## src/hdl/assert_macros.svh

```systemverilog
// ----------------------------------------------------------------------------
// Assertion macros
// Concurrent assertion shorthands clocked on a rising edge, reset-gated.
// ----------------------------------------------------------------------------
`ifndef ASSERT_MACROS_SVH
`define ASSERT_MACROS_SVH

// property holds at every edge outside reset
`define ASSERT_ALWAYS(lbl, clk, rstn, prop, msg) \
    lbl: assert property (@(posedge clk) disable iff (!rstn) (prop)) \
        else $error(msg);

// consequent holds at the edge after the antecedent
`define ASSERT_NEXT(lbl, clk, rstn, ante, cons, msg) \
    lbl: assert property (@(posedge clk) disable iff (!rstn) (ante) |=> (cons)) \
        else $error(msg);

`endif

```

## src/hdl/hbbsm_pkg.sv

```systemverilog
// ----------------------------------------------------------------------------
// hbbsm_pkg
// Types, codes and constants of the heater bang-bang safety monitor.
// ----------------------------------------------------------------------------
`timescale 1ns / 1ps

package hbbsm_pkg;

    parameter int TEMP_W   = 13;
    parameter int TGT_W    = 12;
    parameter int CALC_W   = 15;
    parameter int TIMER_W  = 10;
    parameter int CNT_W    = 8;
    parameter int PWM_W    = 8;
    parameter int APB_AW   = 5;
    parameter int APB_DW   = 32;

    parameter int PWM_MAX          = 255;
    parameter int RUNAWAY_BAND     = 16;
    parameter int RUNAWAY_TICKS    = 40;
    parameter int LOW_SAMPLE_LIMIT = 16;
    parameter int TARGET_MARGIN    = 10;
    parameter int GOAL_MAX         = 4095;

    parameter int RST_TARGET   = 0;
    parameter int RST_MAX      = 1100;
    parameter int RST_MIN      = 20;
    parameter int RST_HYST     = 8;
    parameter int RST_INTERVAL = 1;
    parameter int RST_PERIOD   = 20;
    parameter int RST_INCREASE = 8;
    parameter int RST_MODE     = 1;

    typedef enum logic [1:0] {
        FUNC_TICK  = 2'd0,
        FUNC_ARM   = 2'd1,
        FUNC_CLEAR = 2'd2
    } func_t;

    typedef enum logic [1:0] {
        PH_INACTIVE = 2'd0,
        PH_FIRST    = 2'd1,
        PH_STABLE   = 2'd2,
        PH_RUNAWAY  = 2'd3
    } phase_t;

    typedef enum logic [2:0] {
        CAUSE_NONE    = 3'd0,
        CAUSE_MAX     = 3'd1,
        CAUSE_MIN     = 3'd2,
        CAUSE_RUNAWAY = 3'd3,
        CAUSE_HEAT    = 3'd4
    } cause_t;

    typedef enum logic [2:0] {
        REG_TARGET   = 3'd0,
        REG_MAX      = 3'd1,
        REG_MIN      = 3'd2,
        REG_HYST     = 3'd3,
        REG_INTERVAL = 3'd4,
        REG_PERIOD   = 3'd5,
        REG_INCREASE = 3'd6,
        REG_MODE     = 3'd7
    } reg_idx_t;

    typedef struct packed {
        logic [TGT_W-1:0]   set_point;
        logic [TGT_W-1:0]   max_temp;
        logic [TEMP_W-1:0]  min_temp;
        logic [7:0]         hysteresis;
        logic [TIMER_W-1:0] check_interval;
        logic [TIMER_W-1:0] rise_window;
        logic [7:0]         rise_step;
        logic [1:0]         mode_flags;
    } cfg_t;

    typedef struct packed {
        logic [PWM_W-1:0] pwm;
        logic             active;
        logic             fault;
        cause_t           cause;
        phase_t           phase;
    } res_t;

endpackage

```

## src/hdl/hbbsm_regs.sv

```systemverilog
// ----------------------------------------------------------------------------
// hbbsm_regs
// APB configuration register file of the safety monitor.
// ----------------------------------------------------------------------------
`timescale 1ns / 1ps

module hbbsm_regs (
    input  logic                         aclk,
    input  logic                         aresetn,
    input  logic                         psel,
    input  logic                         penable,
    input  logic                         pwrite,
    input  logic [hbbsm_pkg::APB_AW-1:0] paddr,
    input  logic [hbbsm_pkg::APB_DW-1:0] pwdata,
    output logic [hbbsm_pkg::APB_DW-1:0] prdata,
    output logic                         pready,
    output hbbsm_pkg::cfg_t              cfg
);
    import hbbsm_pkg::*;

    cfg_t     cfg_reg;
    cfg_t     cfg_next;
    reg_idx_t idx;
    logic     wr_en;

    assign idx    = reg_idx_t'(paddr[APB_AW-1:2]);
    assign wr_en  = psel & penable & pwrite;
    assign pready = 1'b1;
    assign cfg    = cfg_reg;

    always_comb begin
        cfg_next = cfg_reg;
        if (wr_en) begin
            case (idx)
                REG_TARGET:   cfg_next.set_point      = pwdata[TGT_W-1:0];
                REG_MAX:      cfg_next.max_temp       = pwdata[TGT_W-1:0];
                REG_MIN:      cfg_next.min_temp       = pwdata[TEMP_W-1:0];
                REG_HYST:     cfg_next.hysteresis     = pwdata[7:0];
                REG_INTERVAL: cfg_next.check_interval = pwdata[TIMER_W-1:0];
                REG_PERIOD:   cfg_next.rise_window    = pwdata[TIMER_W-1:0];
                REG_INCREASE: cfg_next.rise_step      = pwdata[7:0];
                REG_MODE:     cfg_next.mode_flags     = pwdata[1:0];
                default:      cfg_next = cfg_reg;
            endcase
        end
    end

    always_ff @(posedge aclk) begin
        if (!aresetn) begin
            cfg_reg.set_point      <= TGT_W'(RST_TARGET);
            cfg_reg.max_temp       <= TGT_W'(RST_MAX);
            cfg_reg.min_temp       <= TEMP_W'(RST_MIN);
            cfg_reg.hysteresis     <= 8'(RST_HYST);
            cfg_reg.check_interval <= TIMER_W'(RST_INTERVAL);
            cfg_reg.rise_window    <= TIMER_W'(RST_PERIOD);
            cfg_reg.rise_step      <= 8'(RST_INCREASE);
            cfg_reg.mode_flags     <= 2'(RST_MODE);
        end else begin
            cfg_reg <= cfg_next;
        end
    end

    always_comb begin
        case (idx)
            REG_TARGET:   prdata = APB_DW'(cfg_reg.set_point);
            REG_MAX:      prdata = APB_DW'(cfg_reg.max_temp);
            REG_MIN:      prdata = APB_DW'(cfg_reg.min_temp);
            REG_HYST:     prdata = APB_DW'(cfg_reg.hysteresis);
            REG_INTERVAL: prdata = APB_DW'(cfg_reg.check_interval);
            REG_PERIOD:   prdata = APB_DW'(cfg_reg.rise_window);
            REG_INCREASE: prdata = APB_DW'(cfg_reg.rise_step);
            REG_MODE:     prdata = APB_DW'(cfg_reg.mode_flags);
            default:      prdata = '0;
        endcase
    end

endmodule

```

## src/hdl/hbbsm_core.sv

```systemverilog
// ----------------------------------------------------------------------------
// hbbsm_core
// Supervisor state and the single-pass update for one tick, arm or clear.
// ----------------------------------------------------------------------------
`timescale 1ns / 1ps

module hbbsm_core (
    input  logic                         aclk,
    input  logic                         aresetn,
    input  logic                         step_en,
    input  logic [1:0]                   func,
    input  logic [hbbsm_pkg::TEMP_W-1:0] temperature,
    input  hbbsm_pkg::cfg_t              cfg,
    output hbbsm_pkg::res_t              res_next
);
    import hbbsm_pkg::*;

    localparam logic signed [CALC_W-1:0] BAND_W   = CALC_W'(RUNAWAY_BAND);
    localparam logic signed [CALC_W-1:0] MARGIN_W = CALC_W'(TARGET_MARGIN);
    localparam logic signed [CALC_W-1:0] GOAL_W   = CALC_W'(GOAL_MAX);
    localparam logic [TIMER_W-1:0]       TMR_SAT  = {TIMER_W{1'b1}};
    localparam logic [CNT_W-1:0]         CNT_SAT  = {CNT_W{1'b1}};
    localparam logic [TIMER_W-1:0]       TICKS_C  = TIMER_W'(RUNAWAY_TICKS);
    localparam logic [CNT_W-1:0]         LOW_LIM  = CNT_W'(LOW_SAMPLE_LIMIT);
    localparam logic [PWM_W-1:0]         PWM_FULL = PWM_W'(PWM_MAX);

    phase_t              phase_reg,  phase_next;
    logic [TGT_W-1:0]    eff_reg,    eff_next;
    logic                act_reg,    act_next;
    logic                fault_reg,  fault_next;
    cause_t              cause_reg,  cause_next;
    logic [CNT_W-1:0]    low_reg,    low_next;
    logic [TIMER_W-1:0]  rt_reg,     rt_next;
    logic [TIMER_W-1:0]  ct_reg,     ct_next;
    logic                watch_reg,  watch_next;
    logic [TEMP_W-1:0]   goal_reg,   goal_next;
    logic [TIMER_W-1:0]  wt_reg,     wt_next;
    logic [PWM_W-1:0]    duty_reg,   duty_next;

    logic                    prot;
    logic                    cooler;
    logic                    fault_hit;
    cause_t                  cause_hit;
    logic signed [CALC_W-1:0] t_w, tgt_w, max_w, min_w, hys_w, inc_w, goal_w;
    logic signed [CALC_W-1:0] guard_w, lim_w, req_w, arm_w, sum_w;
    logic [TGT_W-1:0]         arm_tgt;
    logic [TEMP_W-1:0]        goal_sat;

    assign prot    = cfg.mode_flags[0];
    assign cooler  = cfg.mode_flags[1];
    assign t_w     = {{(CALC_W-TEMP_W){temperature[TEMP_W-1]}}, temperature};
    assign tgt_w   = {{(CALC_W-TGT_W){1'b0}}, eff_reg};
    assign max_w   = {{(CALC_W-TGT_W){1'b0}}, cfg.max_temp};
    assign min_w   = {{(CALC_W-TEMP_W){cfg.min_temp[TEMP_W-1]}}, cfg.min_temp};
    assign hys_w   = {{(CALC_W-8){1'b0}}, cfg.hysteresis};
    assign inc_w   = {{(CALC_W-8){1'b0}}, cfg.rise_step};
    assign goal_w  = {{(CALC_W-TEMP_W){goal_reg[TEMP_W-1]}}, goal_reg};
    assign guard_w = inc_w + hys_w + CALC_W'(1);
    assign sum_w   = t_w + inc_w;
    assign goal_sat = (sum_w > GOAL_W) ? TEMP_W'(GOAL_MAX) : sum_w[TEMP_W-1:0];

    // clamp the requested target to the limit band
    assign lim_w   = max_w - MARGIN_W;
    assign req_w   = {{(CALC_W-TGT_W){1'b0}}, cfg.set_point};
    always_comb begin
        arm_w = (req_w > lim_w) ? lim_w : req_w;
        if (arm_w < 0) begin
            arm_w = '0;
        end
    end
    assign arm_tgt = arm_w[TGT_W-1:0];

    always_comb begin
        phase_next = phase_reg;
        eff_next   = eff_reg;
        act_next   = act_reg;
        fault_next = fault_reg;
        cause_next = cause_reg;
        low_next   = low_reg;
        rt_next    = rt_reg;
        ct_next    = ct_reg;
        watch_next = watch_reg;
        goal_next  = goal_reg;
        wt_next    = wt_reg;
        duty_next  = duty_reg;
        fault_hit  = 1'b0;
        cause_hit  = CAUSE_NONE;

        case (func_t'(func))
            FUNC_TICK: begin
                if (act_reg && t_w > max_w) begin
                    fault_hit = 1'b1;
                    cause_hit = CAUSE_MAX;
                end
                if (act_reg && !fault_hit && t_w < min_w) begin
                    low_next = (low_reg == CNT_SAT) ? low_reg : low_reg + CNT_W'(1);
                    if (low_next >= LOW_LIM) begin
                        if (!fault_hit) begin
                            cause_hit = CAUSE_MIN;
                        end
                        fault_hit = 1'b1;
                    end
                end else begin
                    low_next = '0;
                end

                if (prot) begin
                    if (phase_next == PH_FIRST && t_w >= tgt_w) begin
                        phase_next = PH_STABLE;
                    end
                    if (phase_next == PH_STABLE) begin
                        if (t_w >= tgt_w - BAND_W) begin
                            rt_next = '0;
                        end else begin
                            rt_next = (rt_reg == TMR_SAT) ? rt_reg : rt_reg + TIMER_W'(1);
                            if (rt_next >= TICKS_C) begin
                                phase_next = PH_RUNAWAY;
                            end
                        end
                    end
                    if (phase_next == PH_RUNAWAY) begin
                        if (!fault_hit) begin
                            cause_hit = CAUSE_RUNAWAY;
                        end
                        fault_hit = 1'b1;
                    end
                end

                if (act_reg && !fault_hit) begin
                    ct_next = (ct_reg == TMR_SAT) ? ct_reg : ct_reg + TIMER_W'(1);
                    if (ct_next >= cfg.check_interval) begin
                        ct_next = '0;
                        if (cooler) begin
                            if (t_w <= tgt_w - hys_w) begin
                                duty_next = '0;
                            end else if (t_w >= tgt_w + hys_w) begin
                                duty_next = PWM_FULL;
                            end
                        end else begin
                            if (t_w >= tgt_w + hys_w) begin
                                duty_next = '0;
                            end else if (t_w <= tgt_w - hys_w) begin
                                duty_next = PWM_FULL;
                            end
                        end
                    end
                end

                if (prot && watch_reg && !fault_hit) begin
                    wt_next = (wt_reg == TMR_SAT) ? wt_reg : wt_reg + TIMER_W'(1);
                    if (wt_next >= cfg.rise_window) begin
                        if (t_w < goal_w) begin
                            fault_hit = 1'b1;
                            cause_hit = CAUSE_HEAT;
                        end else if (act_reg && t_w < tgt_w - guard_w) begin
                            goal_next  = goal_sat;
                            wt_next    = '0;
                            watch_next = 1'b1;
                        end else begin
                            watch_next = 1'b0;
                        end
                    end
                end

                if (fault_hit) begin
                    fault_next = 1'b1;
                    if (!fault_reg) begin
                        cause_next = cause_hit;
                    end
                    act_next   = 1'b0;
                    duty_next  = '0;
                    watch_next = 1'b0;
                end
            end
            FUNC_ARM: begin
                if (cfg.set_point == '0) begin
                    act_next   = 1'b0;
                    duty_next  = '0;
                    eff_next   = '0;
                    phase_next = PH_INACTIVE;
                    watch_next = 1'b0;
                end else if (!fault_reg) begin
                    act_next   = 1'b1;
                    eff_next   = arm_tgt;
                    phase_next = (arm_tgt != '0) ? PH_FIRST : PH_INACTIVE;
                    rt_next    = '0;
                    if (prot) begin
                        if (t_w < arm_w - guard_w) begin
                            goal_next  = goal_sat;
                            wt_next    = '0;
                            watch_next = 1'b1;
                        end else begin
                            watch_next = 1'b0;
                        end
                    end
                end
            end
            FUNC_CLEAR: begin
                phase_next = PH_INACTIVE;
                eff_next   = '0;
                act_next   = 1'b0;
                fault_next = 1'b0;
                cause_next = CAUSE_NONE;
                low_next   = '0;
                rt_next    = '0;
                ct_next    = '0;
                watch_next = 1'b0;
                goal_next  = '0;
                wt_next    = '0;
                duty_next  = '0;
            end
            default: begin
                phase_next = phase_reg;
            end
        endcase

        if (!act_next) begin
            duty_next = '0;
        end
    end

    always_ff @(posedge aclk) begin
        if (!aresetn) begin
            phase_reg <= PH_INACTIVE;
            eff_reg   <= '0;
            act_reg   <= 1'b0;
            fault_reg <= 1'b0;
            cause_reg <= CAUSE_NONE;
            low_reg   <= '0;
            rt_reg    <= '0;
            ct_reg    <= '0;
            watch_reg <= 1'b0;
            goal_reg  <= '0;
            wt_reg    <= '0;
            duty_reg  <= '0;
        end else if (step_en) begin
            phase_reg <= phase_next;
            eff_reg   <= eff_next;
            act_reg   <= act_next;
            fault_reg <= fault_next;
            cause_reg <= cause_next;
            low_reg   <= low_next;
            rt_reg    <= rt_next;
            ct_reg    <= ct_next;
            watch_reg <= watch_next;
            goal_reg  <= goal_next;
            wt_reg    <= wt_next;
            duty_reg  <= duty_next;
        end
    end

    assign res_next.pwm    = duty_next;
    assign res_next.active = act_next;
    assign res_next.fault  = fault_next;
    assign res_next.cause  = cause_next;
    assign res_next.phase  = phase_next;

endmodule

```

## src/hdl/heater_bang_bang_safety_monitor_unit.sv

```systemverilog
// ----------------------------------------------------------------------------
// heater_bang_bang_safety_monitor_unit
// Heater/cooler supervisor: bang-bang duty, over/under temperature, runaway
// and heating watch protection with a latched fault.
//
//   channel  direction  ports
//   s_       in         s_valid s_ready s_func s_temperature
//   m_       out        m_valid m_ready m_pwm_out m_active m_fault
//                       m_fault_cause m_runaway_phase
//   apb      in/out     psel penable pwrite paddr pwdata prdata pready
//
// One beat per cycle sustained while m_ready stays high; an accepted beat passes
// the input register, then the single-pass update into the result register.
// Reset clears the supervisor state and loads the register defaults.
// A stalled result holds the result register; the input register still takes
// a beat while the result register is full and waits behind it.
// ----------------------------------------------------------------------------
`timescale 1ns / 1ps
`include "assert_macros.svh"

module heater_bang_bang_safety_monitor_unit (
    input  logic                         aclk,
    input  logic                         aresetn,
    input  logic                         s_valid,
    output logic                         s_ready,
    input  logic [1:0]                   s_func,
    input  logic [hbbsm_pkg::TEMP_W-1:0] s_temperature,
    output logic                         m_valid,
    input  logic                         m_ready,
    output logic [hbbsm_pkg::PWM_W-1:0]  m_pwm_out,
    output logic                         m_active,
    output logic                         m_fault,
    output logic [2:0]                   m_fault_cause,
    output logic [1:0]                   m_runaway_phase,
    input  logic                         psel,
    input  logic                         penable,
    input  logic                         pwrite,
    input  logic [hbbsm_pkg::APB_AW-1:0] paddr,
    input  logic [hbbsm_pkg::APB_DW-1:0] pwdata,
    output logic [hbbsm_pkg::APB_DW-1:0] prdata,
    output logic                         pready
);
    import hbbsm_pkg::*;

    cfg_t              cfg;
    res_t              res_next;
    res_t              out_reg;
    logic              out_valid_reg;
    logic              in_valid_reg;
    logic [1:0]        in_func_reg;
    logic [TEMP_W-1:0] in_temp_reg;
    logic              out_free;
    logic              advance;
    logic              in_take;

    assign out_free = !out_valid_reg || m_ready;
    assign advance  = in_valid_reg && out_free;
    assign s_ready  = !in_valid_reg || out_free;
    assign in_take  = s_valid && s_ready;

    hbbsm_regs u_regs (
        .aclk    (aclk),
        .aresetn (aresetn),
        .psel    (psel),
        .penable (penable),
        .pwrite  (pwrite),
        .paddr   (paddr),
        .pwdata  (pwdata),
        .prdata  (prdata),
        .pready  (pready),
        .cfg     (cfg)
    );

    hbbsm_core u_core (
        .aclk        (aclk),
        .aresetn     (aresetn),
        .step_en     (advance),
        .func        (in_func_reg),
        .temperature (in_temp_reg),
        .cfg         (cfg),
        .res_next    (res_next)
    );

    always_ff @(posedge aclk) begin
        if (!aresetn) begin
            in_valid_reg <= 1'b0;
        end else if (in_take) begin
            in_valid_reg <= 1'b1;
        end else if (advance) begin
            in_valid_reg <= 1'b0;
        end
    end

    always_ff @(posedge aclk) begin
        if (in_take) begin
            in_func_reg <= s_func;
            in_temp_reg <= s_temperature;
        end
    end

    always_ff @(posedge aclk) begin
        if (!aresetn) begin
            out_valid_reg <= 1'b0;
        end else if (advance) begin
            out_valid_reg <= 1'b1;
        end else if (m_ready) begin
            out_valid_reg <= 1'b0;
        end
    end

    always_ff @(posedge aclk) begin
        if (advance) begin
            out_reg <= res_next;
        end
    end

    assign m_valid         = out_valid_reg;
    assign m_pwm_out       = out_reg.pwm;
    assign m_active        = out_reg.active;
    assign m_fault         = out_reg.fault;
    assign m_fault_cause   = out_reg.cause;
    assign m_runaway_phase = out_reg.phase;

    `ASSERT_ALWAYS(a_idle_duty_zero, aclk, aresetn,
        !out_valid_reg || out_reg.active || out_reg.pwm == '0, "duty while inactive")
    `ASSERT_ALWAYS(a_fault_cause_match, aclk, aresetn,
        !out_valid_reg || ((out_reg.cause != CAUSE_NONE) == out_reg.fault),
        "fault cause does not match fault flag")
    `ASSERT_ALWAYS(a_fault_stops_drive, aclk, aresetn,
        !out_valid_reg || !out_reg.fault || !out_reg.active, "active while faulted")
    `ASSERT_ALWAYS(a_runaway_faults, aclk, aresetn,
        !out_valid_reg || out_reg.phase != PH_RUNAWAY || out_reg.fault,
        "runaway phase without fault")
    `ASSERT_NEXT(a_input_held, aclk, aresetn, in_valid_reg && !out_free, in_valid_reg,
        "input beat dropped while stalled")

endmodule

```

## config.mk

```make
export PLATFORM = sky130hd
export DESIGN_NAME = heater_bang_bang_safety_monitor_unit
export DESIGN_NICKNAME = d
export VERILOG_FILES = /design/src/hdl/hbbsm_pkg.sv /design/src/hdl/hbbsm_regs.sv /design/src/hdl/hbbsm_core.sv /design/src/hdl/heater_bang_bang_safety_monitor_unit.sv
export VERILOG_INCLUDE_DIRS = /design/src /design/src/hdl
export SDC_FILE = /design/constraint.sdc
export NUM_CORES = 1
export LEC_CHECK = 0
export ABC_AREA = 1
export BUFFER_PORTS_ARGS = -buffer_cell sky130_fd_sc_hd__buf_4
export CAP_MARGIN = 20
export CORE_UTILIZATION = 50
export DETAILED_ROUTE_END_ITERATION = 7
export PLACE_DENSITY = 0.69
export SETUP_SLACK_MARGIN = 0.1
export SLEW_MARGIN = 5
export SYNTH_ARGS = -nofsm -noshare
export SYNTH_HDL_FRONTEND = slang
export SYNTH_SLANG_ARGS = --single-unit
```

## constraint.sdc

```tcl
create_clock -name aclk -period 10.76 [get_ports aclk]
set_input_delay 2.152 -clock aclk [delete_from_list [all_inputs] [get_ports aclk]]
set_output_delay 2.152 -clock aclk [all_outputs]
set_load 0.02 [all_outputs]
```

Yosys cells after proc, flatten, opt, wreduce, memory -nomap -nowiden. Cells that the tools add are included.

$mul: 0. Eq/ne operators: 32. Reductions and logical operators: 40. Div/mod/pow operators: 0. Order comparisons: 16. Shifts and indexed selects: 0. Mux-type cells: 109. $add $sub $neg: 13. Bitwise operators: 2.

Operators with widths (number): 32-bit one-hot mux with 8 select lines (1); 10-bit two-way mux (18); 13-bit two-way mux (9); 8-bit two-way mux (12); 10-bit one-hot mux with 3 select lines (2); 13-bit one-hot mux with 3 select lines (1); 1-bit two-way mux (31); 10-bit by 1-bit adder with 10-bit output (second input constant) (3); 10-bit equality test (second input constant) (3); 13-bit by 15-bit < comparator with 1-bit output (2); 15-bit two-way mux (2); 3-bit two-way mux (10); 13-bit >= comparator (2); 13-bit < comparator (2); 12-bit two-way mux (2); 2-bit two-way mux (12); 12-bit one-hot mux with 2 select lines (1); 8-bit one-hot mux with 3 select lines (1); 10-bit >= comparator (2); 10-bit one-hot mux with 2 select lines (1); 2-bit AND reduction (9); 8-bit one-hot mux with 2 select lines (1); 15-bit by 2-bit adder with 15-bit output (second input constant) (1); 13-bit by 15-bit > comparator with 1-bit output (1); 45 further kinds (83).

Bits in writable memories: 0. Word-level logic and storage cells: 241. Memories: 0. Latch bits: 0. Bits in read-only memories: 0. Output and inout port bits: 50. Register bits after elaboration: 186. Bits of input ports: 59.

Longest topological paths before layout.
Word-level depth: 21. Depth in mapped cells: 48. Mapped depth without buffers: 47.

By module. From an unflattened synthesis, not the netlist that was laid out.

Cell total of the unflattened synthesis: 2268. Area total of the unflattened synthesis: 15738.8 sq um.

By module, submodules not included: hbbsm_core (cells each 1699, area an instance 11141.9 sq um, instances 1, seq. area each 1581.5 sq um); hbbsm_regs (cells each 526, area an instance 3601.0 sq um, instances 1, seq. area each 1501.4 sq um); heater_bang_bang_safety_monitor_unit (cells each 43, area an instance 996.0 sq um, instances 1, seq. area each 940.9 sq um).

Worst setup path after synthesis. Ideal clock, no wire load.

Kind: register -> register. Start point: register u_regs.cfg_reg, in the netlist u_regs.cfg[52]. End point: register u_core.goal_reg[10]. Data required time: 10632 ps. Buffers on the path: 1. Arrival time: 6223 ps. Stages on the path, launching flop included: 43. Clock period less this slack: 6350 ps. Setup time: 128 ps. Path slack: 4410 ps. Cell sequence: dfxtp_1 inv_1 ha_1 inv_1 nand2_1 nand4_1 nor3_1 xor2_1 ha_1 nand2_1 inv_1 a221o_1 a21oi_1 o21ai_0 nand2_1 ha_1 nor2_4 inv_1 (+7 left out) a21oi_1 o21ai_0 nand2_1 nand2_1 a21oi_1 xor2_1 ha_1 nand2_1 nor4_1 o21ai_0 o2111ai_1 xor2_1 inv_1 nand2_1 nand4_4 buf_4 o21ai_1 nor2_1.

Cells in the longest elaborated chain, start to end: 16.

Ends and longest elaborated chain: start: declaration (line hbbsm_regs.sv:21) `cfg_t cfg_reg;`; start signal: assignment (line hbbsm_regs.sv:59) `cfg_reg <= cfg_next;`; parallel branches: the longest is 15 deep, another holds 13-bit by 15-bit > comparator with 1-bit output; 10-bit AND reduction (no source line) *; end signal: assignment (line hbbsm_core.sv:246) `goal_reg <= goal_next;`; end: declaration (line hbbsm_core.sv:36) `logic [TEMP_W-1:0] goal_reg, goal_next;`.

Every way passes the cells marked *. The select of a mux whose other input is x is not followed. A chain may end at the register's enable or synchronous reset.

Worst setup path in the final report.
Start point: register u_regs.cfg_reg, in the netlist u_regs.cfg[52]. End point: register u_core.goal_reg[4].

Same word-level chain as after synthesis.

==> flow_metrics.py <==
metrics = {
    "clock_tree": {
        "insertion_delay_ps": 450,
        "ctsHoldBuffers": 0,
        "cts.sinks": 186,
        "cts_htree_levels": 4,
        "cts_tree": "yes",
        "clkTransAtPathRegs_ps": 80,
        "cts_buffers": 17,
        "postCtsSetupBuffers": 0,
        "cts_resized": 0,
        "cts.root.buffer_cell": "clkbuf_16",
        "cts_buffer_depth": 2,
    },
    "grt": {
        "gr-total-overflow": 0,
        "grt_start_max_net_pins": 96,
        "grt_pass1_wl_um": 69600,
        "antenna_found_initial": 0,
        "grt_pass1_vias": 13400,
        "track_usage": 0.286,
    },
    "place": {
        "io_buffer_count": 67,
        "hpwl_um": 33500,
        "gp_congestion": 0.923,
        "detailed_place.area_um2": 16000,
    },
    "power_and_ir_drop": {
        "p_total_mw": 1.74,
        "p_clk_frac": 0.380,
        "cellPowerDensity_nw_per_um2": 105,
        "p_sw_mw": 0.539,
        "pwr-share-seq": 0.434,
        "power.internal_mw": 1.20,
        "ir_drop_uv": 114,
        "leakagePower_nw": 7.85,
        "combPwrFrac": 0.186,
        "swShare": 0.309,
    },
    "routing": {
        "drtIter0Drc": 1319,
        "wl_met2_um": 19600,
        "dr_total_vias": 14500,
        "routedWlPerCell_um": 16.9,
        "wl_met1_um": 20500,
        "drt-vias-per-instance": 5.56,
        "antenna_left": 0,
        "dr.max_layer_used": "met4",
        "routed_wl_um": 43900,
        "drc": 0,
        "drt_pass1_iterations": 5,
        "wl_met3_um": 2940,
    },
    "worst_setup_path": {
        "crit_slowest_cell": "fa_1",
        "crit_fanout": 26,
        "cp.arrival_ps": 8420,
        "slowest_delay_ps": 420,
        "crit_type": "register to register",
        "start_kind": "register",
        "worst_ep_required_time_ps": 11070,
        "cp_common_cell": "nand2_1",
        "end_kind": "register",
    },
    "synth": {
        "synth_cell_type_count": 54,
        "synth_area_leaders": "dfxtp_1 (20%), ha_1 (17%), nand2_1 (9.3%)",
        "synth_top_area_frac": 0.204,
        "synth-seq-cells": 186,
        "netlist_area_um2": 15300,
        "ys_warn_count": 0,
        "ys_seq_area_frac": 0.263,
        "syn_area_per_cell_um2": 7.08,
        "synth_top_cell_by_area": "dfxtp_1",
        "synthCells": 2160,
    },
    "finish": {
        "layout-drive-gt1-share": 0.0687,
        "postLayoutCellArea_um2": 16600,
        "final_common_cell": "nand2_1",
        "layout.nets": 2471,
        "diodes": 0,
        "largest_register_ffs": 75,
        "synthToLayoutAreaGrowth_pct": 8.80,
        "most-common-layout-cells": "nand2_1 (377), inv_1 (310), a21oi_1 (260)",
    },
    "sta": {
        "max_slew_margin": 0.382,
        "tightest_slew_ps": 927,
        "hold_viol_final": 0,
        "fin_tns_setup_ps": 0,
        "post-route-period-util": 0.754,
        "drv_slew": 0,
        "fin_worst_skew_ps": 23.2,
        "min_period_ps": 8120,
        "rsz0062_at_grt": "false",
        "setup_viol": 0,
        "max_freq_mhz": 123,
    },
    "die": {
        "rows": 63,
        "die_w_um": 177,
        "dieArea_um2": 31300,
        "die_h_um": 177,
        "start_util": 0.512,
        "core_um2": 29900,
        "ios": 109,
    },
    "job": {
        "cap_violations": 0,
    },
    "status": {
        "status": "finished clean",
    },
    "min_path": {
        "hold_path_class": "register to register",
    },
}
layer usage:
layer | global-route usage | vias up
li1 | - | 7296
met1 | 0.397 | 6657
met2 | 0.465 | 452
met3 | 0.0361 | 55
met4 | 0.0765 | 0
met5 | 0 | -
metrics by stage:
stage               cells  setup slack [ps]  hold WS, ps   util
finish               2603              2640          455  0.557
floorplan            2178              4410          424      -
CTS                  2601              2780          452  0.556
detailed placement   2569              2870          442  0.536
global placement     2569              3060          437  0.536
global route         2603              1930          484  0.557
final timing paths:
check                                  start                              end  slack [ps]  cells after the start
max reg2reg      u_regs.cfg[52]$_SDFFE_PN0P_  u_core.goal_reg[4]$_SDFFE_PN0P_        2640                     41
min reg2reg  u_core.goal_reg[0]$_SDFFE_PN0P_  u_core.goal_reg[0]$_SDFFE_PN0P_         450                      2
min          u_core.goal_reg[0]$_SDFFE_PN0P_  u_core.goal_reg[0]$_SDFFE_PN0P_         450                      2
max              u_regs.cfg[52]$_SDFFE_PN0P_  u_core.goal_reg[4]$_SDFFE_PN0P_        2640                     41
final cells by class:
class | instances | area [µm²]
timing repair buffer | 73 | 566
inverter | 322 | 1210
multi-input combinational | 1600 | 9740
tap | 390 | 488
fill | 2842 | 13200
clock inverter | 13 | 138
sequential | 186 | 4020
clock buffer | 19 | 464
power groups by stage:
| stage | clock network, mW | logic [mW] | registers, mW |
|---|---|---|---|
| finish | 0.662 | 0.324 | 0.757 |
| global route | 0.695 | 0.366 | 0.760 |
| CTS | 0.669 | 0.320 | 0.757 |
| detailed placement | 0 | 0.318 | 0.772 |
| global placement | 0 | 0.309 | 0.772 |
| floorplan | 0 | 0.231 | 0.764 |
Yosys cell counts, drive strengths merged:
cell	n
nand2	389
inv	314
a21oi	261
ha	206
nor2	179
o21ai	161
dfxtp	156
nand3	98
xor2	69
clkbuf	40
nor3	40
nand4	32
buf	30
edfxtp	30
o211ai	29
o22ai	18
xnor2	17
o21bai	15
a211oi	9
nor4	9
clkinv	8
a221oi	6
fa	6
a31oi	5
o2111ai	5
o21a	5
o31ai	5
nand3b	4
or2	3
and2	2
conb	2
o221ai	2
a211o	1
a221o	1
and3	1
mux2i	1
or3	1
critical path: cells and delay by family (launching register included):
family,cells,cell delay (ps)
AO/OA/AOI/OAI,13,2370
AND/OR/NAND/NOR,14,2330
XOR/XNOR,3,640
flip-flops,1,370
buffers and inverters,5,550
adder cells (fa/ha/maj),6,1720
kinds of logic after synthesis:
| group | Yosys count | synth area share |
|---|---|---|
| AND/OR/NAND/NOR | 758 | 0.216 |
| AO/OA/AOI/OAI | 523 | 0.190 |
| buffers and inverters | 392 | 0.104 |
| adder cells (fa/ha/maj) | 212 | 0.176 |
| flip-flops | 186 | 0.263 |
| XOR/XNOR | 86 | 0.0493 |
| other | 2 | 0.000491 |
| multiplexers | 1 | 0.000655 |
Power figures use the tool's default switching activity.
